===== config.mk =====
export PLATFORM = sky130hd
export DESIGN_NAME = rhht_ctrl
export DESIGN_NICKNAME = d
export VERILOG_FILES = /design/src/hw/rtl/rhht_pkg.sv /design/src/hw/rtl/rhht_ctrl.sv
export SDC_FILE = /design/constraint.sdc
export NUM_CORES = 1
export LEC_CHECK = 0
export BUFFER_PORTS_ARGS = -buffer_cell sky130_fd_sc_hd__clkbuf_2
export CORE_MARGIN = 2
export CORE_UTILIZATION = 52
export CTS_BUF_LIST = sky130_fd_sc_hd__clkbuf_16
export DETAILED_ROUTE_END_ITERATION = 7
export PLACE_DENSITY = 0.89
export SYNTH_ARGS = -nofsm -noshare
export SYNTH_HDL_FRONTEND = slang
export SYNTH_SLANG_ARGS = --single-unit

===== constraint.sdc =====
create_clock -name clk -period 2.5 [get_ports clk]
set_input_delay 0.375 -clock clk [delete_from_list [all_inputs] [get_ports clk]]
set_output_delay 0.375 -clock clk [all_outputs]
set_load 0.01 [all_outputs]

===== src/hw/rtl/rhht_pkg.sv =====
// ----------------------------------------------------------------------------
// rhht_pkg
// Shared types, constants and command codes of the Robin Hood hash table.
// ----------------------------------------------------------------------------
`timescale 1ns / 1ps
`default_nettype none

package rhht_pkg;

	// The table size must be a power of two: the home bucket is the low hash bits.
	localparam int TABLE_SIZE = 1024;
	localparam int IDX_W      = $clog2(TABLE_SIZE);
	localparam int CNT_W      = IDX_W + 1;
	localparam int KEY_W      = 32;
	localparam int VAL_W      = 32;
	localparam int HASH_W     = 32;
	localparam int DIST_W     = IDX_W;
	localparam int PROBE_W    = 11;

	localparam logic [1:0] MODE_LOOKUP = 2'd0;
	localparam logic [1:0] MODE_SET    = 2'd1;
	localparam logic [1:0] MODE_ADD    = 2'd2;
	localparam logic [1:0] MODE_DELETE = 2'd3;

	localparam logic [1:0] ST_OK       = 2'd0;
	localparam logic [1:0] ST_ZERO_KEY = 2'd1;
	localparam logic [1:0] ST_FULL     = 2'd2;

	// Hash constants for a four-byte key.
	localparam logic [31:0] MUR_C1    = 32'hcc9e2d51;
	localparam logic [31:0] MUR_C2    = 32'h1b873593;
	localparam logic [31:0] MUR_N     = 32'he6546b64;
	localparam logic [31:0] FMIX_1    = 32'h85ebca6b;
	localparam logic [31:0] FMIX_2    = 32'hc2b2ae35;
	localparam logic [31:0] KEY_BYTES = 32'd4;

	typedef struct packed {
		logic [1:0]       mode;
		logic [KEY_W-1:0] key;
		logic [VAL_W-1:0] value;
	} req_t;

	typedef struct packed {
		logic               found;
		logic [VAL_W-1:0]   old_value;
		logic [PROBE_W-1:0] probe_count;
		logic [1:0]         status;
	} rsp_t;

	typedef struct packed {
		logic [KEY_W-1:0]  key;
		logic [VAL_W-1:0]  value;
		logic [HASH_W-1:0] hash;
		logic [DIST_W-1:0] pdist;
	} entry_t;

	typedef enum logic [3:0] {
		OP_NONE,
		OP_CLEAR,
		OP_LOAD,
		OP_ZEROKEY,
		OP_FULL,
		OP_FIND_INIT,
		OP_READ,
		OP_READ_NEXT,
		OP_FIND_NEXT,
		OP_HIT,
		OP_SHIFT_MOVE,
		OP_SHIFT_END,
		OP_INS_INIT,
		OP_INS_STEP,
		OP_INS_PLACE,
		OP_EMIT
	} op_t;

	typedef struct packed {
		op_t op;
	} cmd_t;

	typedef struct packed {
		logic       hash_done;
		logic       clear_last;
		logic [1:0] mode;
		logic       key_zero;
		logic       rd_empty;
		logic       rd_match;
		logic       rd_poor;
		logic       n_last;
		logic       shift_stop;
		logic       table_full;
		logic       out_free;
	} sts_t;

endpackage

`default_nettype wire


===== src/hw/rtl/rhht_ctrl.sv =====
// ----------------------------------------------------------------------------
// rhht_ctrl
// Controller: sequences clearing, hashing, probing, shifting and insertion.
// ----------------------------------------------------------------------------
`timescale 1ns / 1ps
`default_nettype none

module rhht_ctrl (
	input  wire logic            clk,
	input  wire logic            arst_n,
	input  wire logic            in_valid,
	input  wire rhht_pkg::sts_t  sts,
	output logic                 busy,
	output rhht_pkg::cmd_t       cmd
);
	import rhht_pkg::*;

	typedef enum logic [9:0] {
		S_CLEAR = 10'b00_0000_0001,
		S_IDLE  = 10'b00_0000_0010,
		S_HASH  = 10'b00_0000_0100,
		S_FREAD = 10'b00_0000_1000,
		S_FCHK  = 10'b00_0001_0000,
		S_SREAD = 10'b00_0010_0000,
		S_SCHK  = 10'b00_0100_0000,
		S_IREAD = 10'b00_1000_0000,
		S_ICHK  = 10'b01_0000_0000,
		S_DONE  = 10'b10_0000_0000
	} state_t;

	state_t state_q, state_d;
	logic   miss, is_put;

	assign is_put = (sts.mode == MODE_SET) || (sts.mode == MODE_ADD);

	always_comb begin
		state_d = state_q;
		cmd.op  = OP_NONE;
		miss    = 1'b0;
		unique case (state_q)
			S_CLEAR: begin
				cmd.op = OP_CLEAR;
				if (sts.clear_last) state_d = S_IDLE;
			end
			S_IDLE: begin
				if (in_valid) begin
					cmd.op  = OP_LOAD;
					state_d = S_HASH;
				end
			end
			S_HASH: begin
				if (sts.hash_done) begin
					if (sts.key_zero) begin
						if (is_put) cmd.op = OP_ZEROKEY;
						state_d = S_DONE;
					end else begin
						cmd.op  = OP_FIND_INIT;
						state_d = S_FREAD;
					end
				end
			end
			S_FREAD: begin
				cmd.op  = OP_READ;
				state_d = S_FCHK;
			end
			S_FCHK: begin
				priority if (sts.rd_empty || sts.rd_poor) begin
					miss = 1'b1;
				end else if (sts.rd_match) begin
					cmd.op  = OP_HIT;
					state_d = (sts.mode == MODE_DELETE) ? S_SREAD : S_DONE;
				end else if (sts.n_last) begin
					miss = 1'b1;
				end else begin
					cmd.op  = OP_FIND_NEXT;
					state_d = S_FREAD;
				end
			end
			S_SREAD: begin
				cmd.op  = OP_READ_NEXT;
				state_d = S_SCHK;
			end
			S_SCHK: begin
				if (sts.shift_stop) begin
					cmd.op  = OP_SHIFT_END;
					state_d = S_DONE;
				end else begin
					cmd.op  = OP_SHIFT_MOVE;
					state_d = S_SREAD;
				end
			end
			S_IREAD: begin
				cmd.op  = OP_READ;
				state_d = S_ICHK;
			end
			S_ICHK: begin
				if (sts.rd_empty) begin
					cmd.op  = OP_INS_PLACE;
					state_d = S_DONE;
				end else begin
					cmd.op  = OP_INS_STEP;
					state_d = S_IREAD;
				end
			end
			S_DONE: begin
				if (sts.out_free) begin
					cmd.op  = OP_EMIT;
					state_d = S_IDLE;
				end
			end
			default: state_d = S_IDLE;
		endcase

		if (miss) begin
			if (!is_put) begin
				state_d = S_DONE;
			end else if (sts.table_full) begin
				cmd.op  = OP_FULL;
				state_d = S_DONE;
			end else begin
				cmd.op  = OP_INS_INIT;
				state_d = S_IREAD;
			end
		end
	end

	always_ff @(posedge clk or negedge arst_n) begin
		if (!arst_n) begin
			state_q <= S_CLEAR;
		end else begin
			state_q <= state_d;
		end
	end

	assign busy = state_q != S_IDLE;

endmodule

`default_nettype wire


==> impl_metrics.env <==
export IMPL_dieArea_um2=1939
export IMPL_slew_headroom_pct=66.48
export IMPL_crit_fanout=7
export IMPL_fin_crit_ns=2.413
export IMPL_synth_area_um2=833.3
export IMPL_hold_end="state_q[0]$_DFFE_PN1P_"
export IMPL_nets=131
export IMPL_cp_arrival_ns=2.04
export IMPL_hp_class="primary input to flip-flop"
export IMPL_coreArea_um2=1506
export IMPL_yosysSeqAreaShare_pct=30.18
export IMPL_synth_area_mux_share_pct=0
export IMPL_synth_compound_area_share_pct=18.92
export IMPL_track_usage_pct=25.21
export IMPL_holdCritStartpoint="sts[10]"
export IMPL_layoutNonFillerInstCount=130
export IMPL_drc=0
export IMPL_ir_drop_mv=0.7302
export IMPL_routed_wirelength_um=2160
export IMPL_area_delta_synth_final_pct=23.87
export IMPL_clockRootBuffer="clkbuf_16"
export IMPL_insertion_delay_ns=0.24
export IMPL_power_density_nw_per_um2=933.5
export IMPL_r2r_slack_ns=0.65
export IMPL_drive_above_1_share_pct=30.70
export IMPL_synth_fa_ha_area_share_pct=1.502
export IMPL_synth_cell_type_count=47
export IMPL_antenna_found_initial=0
export IMPL_fmax_ghz=0.4145
export IMPL_async_flop_share_pct=100.0
export IMPL_synthCells=92
export IMPL_die_y_um=44.03
export IMPL_ios=20
export IMPL_viasPerCell=6.669
export IMPL_htree_levels=1
export IMPL_clock_sinks=10
export IMPL_fin_skew_ns=0.007206
export IMPL_grt_pass1_wl_um=3491
export IMPL_registers_top_by_ff_count="state_q"
export IMPL_path_clk_slew_ns=0.04
export IMPL_diodes=0
export IMPL_startpoint_type="flip-flop"
export IMPL_synth_simple_area_share_pct=41.44
export IMPL_drv_slew=0
export IMPL_gr_total_overflow=0
export IMPL_antenna_left=0
export IMPL_dp_cells=125
export IMPL_synth_top_family_by_area="simple AND/OR/NAND/NOR gates"
export IMPL_ff2ff_path_depth=5
export IMPL_startpoint="state_q[6]$_DFFE_PN0P_"
export IMPL_power_leakage_nw=0.5336
export IMPL_synth_area_per_cell_um2=9.058
export IMPL_gp_congestion=0.9040
export IMPL_rsz0062_at_grt="true"
export IMPL_finalPower_mw=0.9636
export IMPL_worstSetupPathType="flip-flop to output pin"
export IMPL_final_hold_viol_count=0
export IMPL_synth_edf_count=0
export IMPL_synth_ff_type="dfrtp_1"
export IMPL_drt_iter0_drc=39
export IMPL_largest_register_ffs=10
export IMPL_whs_ns=0.2710
export IMPL_reg_top3="state_q (10)"
export IMPL_end_kind="output pin"
export IMPL_reg2reg_from="state_q[9]$_DFFE_PN0P_"
export IMPL_firstDrtPassIters=4
export IMPL_utilization_pct=68.52
export IMPL_syn_num_nets=108
export IMPL_hpwl_um=1702
export IMPL_synth_seq_cells=10
export IMPL_crit_required_ns=2.12
export IMPL_cts_tree="done"
export IMPL_synth_xor_area_share_pct=3.153
export IMPL_start_util_pct=55.32
export IMPL_vias=867
export IMPL_hold_depth=2
export IMPL_r2r_end="state_q[7]$_DFFE_PN0P_"
export IMPL_dieWidth_um=44.03
export IMPL_yosys_warnings=0
export IMPL_drv_cap=0
export IMPL_fin_crit_sh_pct=96.50
export IMPL_max_slew_worst_pin_slew_ns=0.4981
export IMPL_io_buffers=19
export IMPL_outcome="finished clean"
export IMPL_rows=14
export IMPL_numCtsBuffers=3
export IMPL_clk_path_buf_depth=2
export IMPL_grt_pass1_vias=793
export IMPL_grt_max_degree=11
export IMPL_wire_per_inst_um=16.62
export IMPL_setup_violations=0
[kinds of logic (layout without fill, tap and decap cells)]
logic type	after synthesis	after routing
simple gates	52	52
flops	10	10
compound gates	18	18
buf+inv	8	30
fa+ha+maj	1	1
xor+xnor	3	3
[metal layers]
layer  GRT usage (%)  wire length (µm)  vias to the layer above
met5               0                 0                        -
met4           10.91                61                        0
met3           8.980               181                        9
met2           37.06              1001                       48
met1           33.51               915                      409
li1                -                 -                      401
[cell usage after synthesis, types with 2 or more instances]
| library cell | instances | share of area (%) |
|---|---|---|
| o41ai_1 | 2 | 2.1 |
| nand4b_1 | 2 | 2.1 |
| nor4_2 | 2 | 3.0 |
| a21oi_1 | 2 | 1.2 |
| nand4_1 | 5 | 3.8 |
| nand2_1 | 8 | 3.6 |
| and4b_1 | 2 | 2.4 |
| buf_2 | 2 | 1.2 |
| nor3_1 | 3 | 1.8 |
| and3_1 | 3 | 2.3 |
| nand3_1 | 2 | 1.2 |
| nor2b_1 | 2 | 1.5 |
| nor4_1 | 2 | 1.5 |
| nor2_1 | 9 | 4.1 |
| inv_1 | 5 | 2.3 |
| xor2_1 | 2 | 2.1 |
| dfrtp_1 | 9 | 27 |
[cells in the final DEF, fill, tap and decap left out, types with 3 or more instances in the layout]
| cell type | netlist | final |
|---|---|---|
| clkbuf_2 | 0 | 19 |
| nor2_1 | 9 | 9 |
| dfrtp_1 | 9 | 9 |
| nand2_1 | 8 | 8 |
| inv_1 | 5 | 5 |
| nand4_1 | 5 | 5 |
| and3_1 | 3 | 3 |
| nor3_1 | 3 | 3 |
| clkbuf_16 | 0 | 3 |
[worst max path at each step]
| stage | end |
|---|---|
| detailed placement | cmd[0] |
| floorplan | cmd[0] |
| global route | cmd[1] |
| global placement | cmd[0] |
| finish | cmd[0] |
| CTS | cmd[0] |
[report_power, final]
| part | switching, mW | internal, mW |
|---|---|---|
| sequential | 0.0603 | 0.188 |
| combinational | 0.237 | 0.191 |
| clock | 0.0767 | 0.210 |
[critical path: stages, from the launching register on]
cell      delay [ns]
dfrtp_1         0.48
nor4_4          0.38
and3_1          0.29
nand2_1         0.17
o221ai_1        0.22
or3_1           0.13
clkbuf_2        0.12
[layout make-up]
class / count / area, µm²
multi-input cells: 74 / 550.5
fillers: 113 / 474.2
flip-flops and latches: 10 / 251.5
repair buffers: 21 / 112.6
clock buffers: 3 / 75.07
well taps: 16 / 20.02
inverters: 5 / 18.77
clock inverters: 1 / 3.754
[timing repair]
action,CTS,global route
buffers inserted,0,0
hold buffers,1,0
setup endpoints to repair,0,3
endpoints found under the hold margin,5,0
resized for setup,0,1
[stage by stage]
stage                     setup slack, ns  cell area [µm²]  TNS (ns)
final                             0.08739             1032         0
after detailed placement           0.2826            934.6         0
after floorplan                    0.5662            833.3         0
after global placement             0.3236            934.6         0
after CTS                         0.02653             1023         0
after global routing             -0.02926             1032  -0.04885
Power figures use the tool's default switching activity.
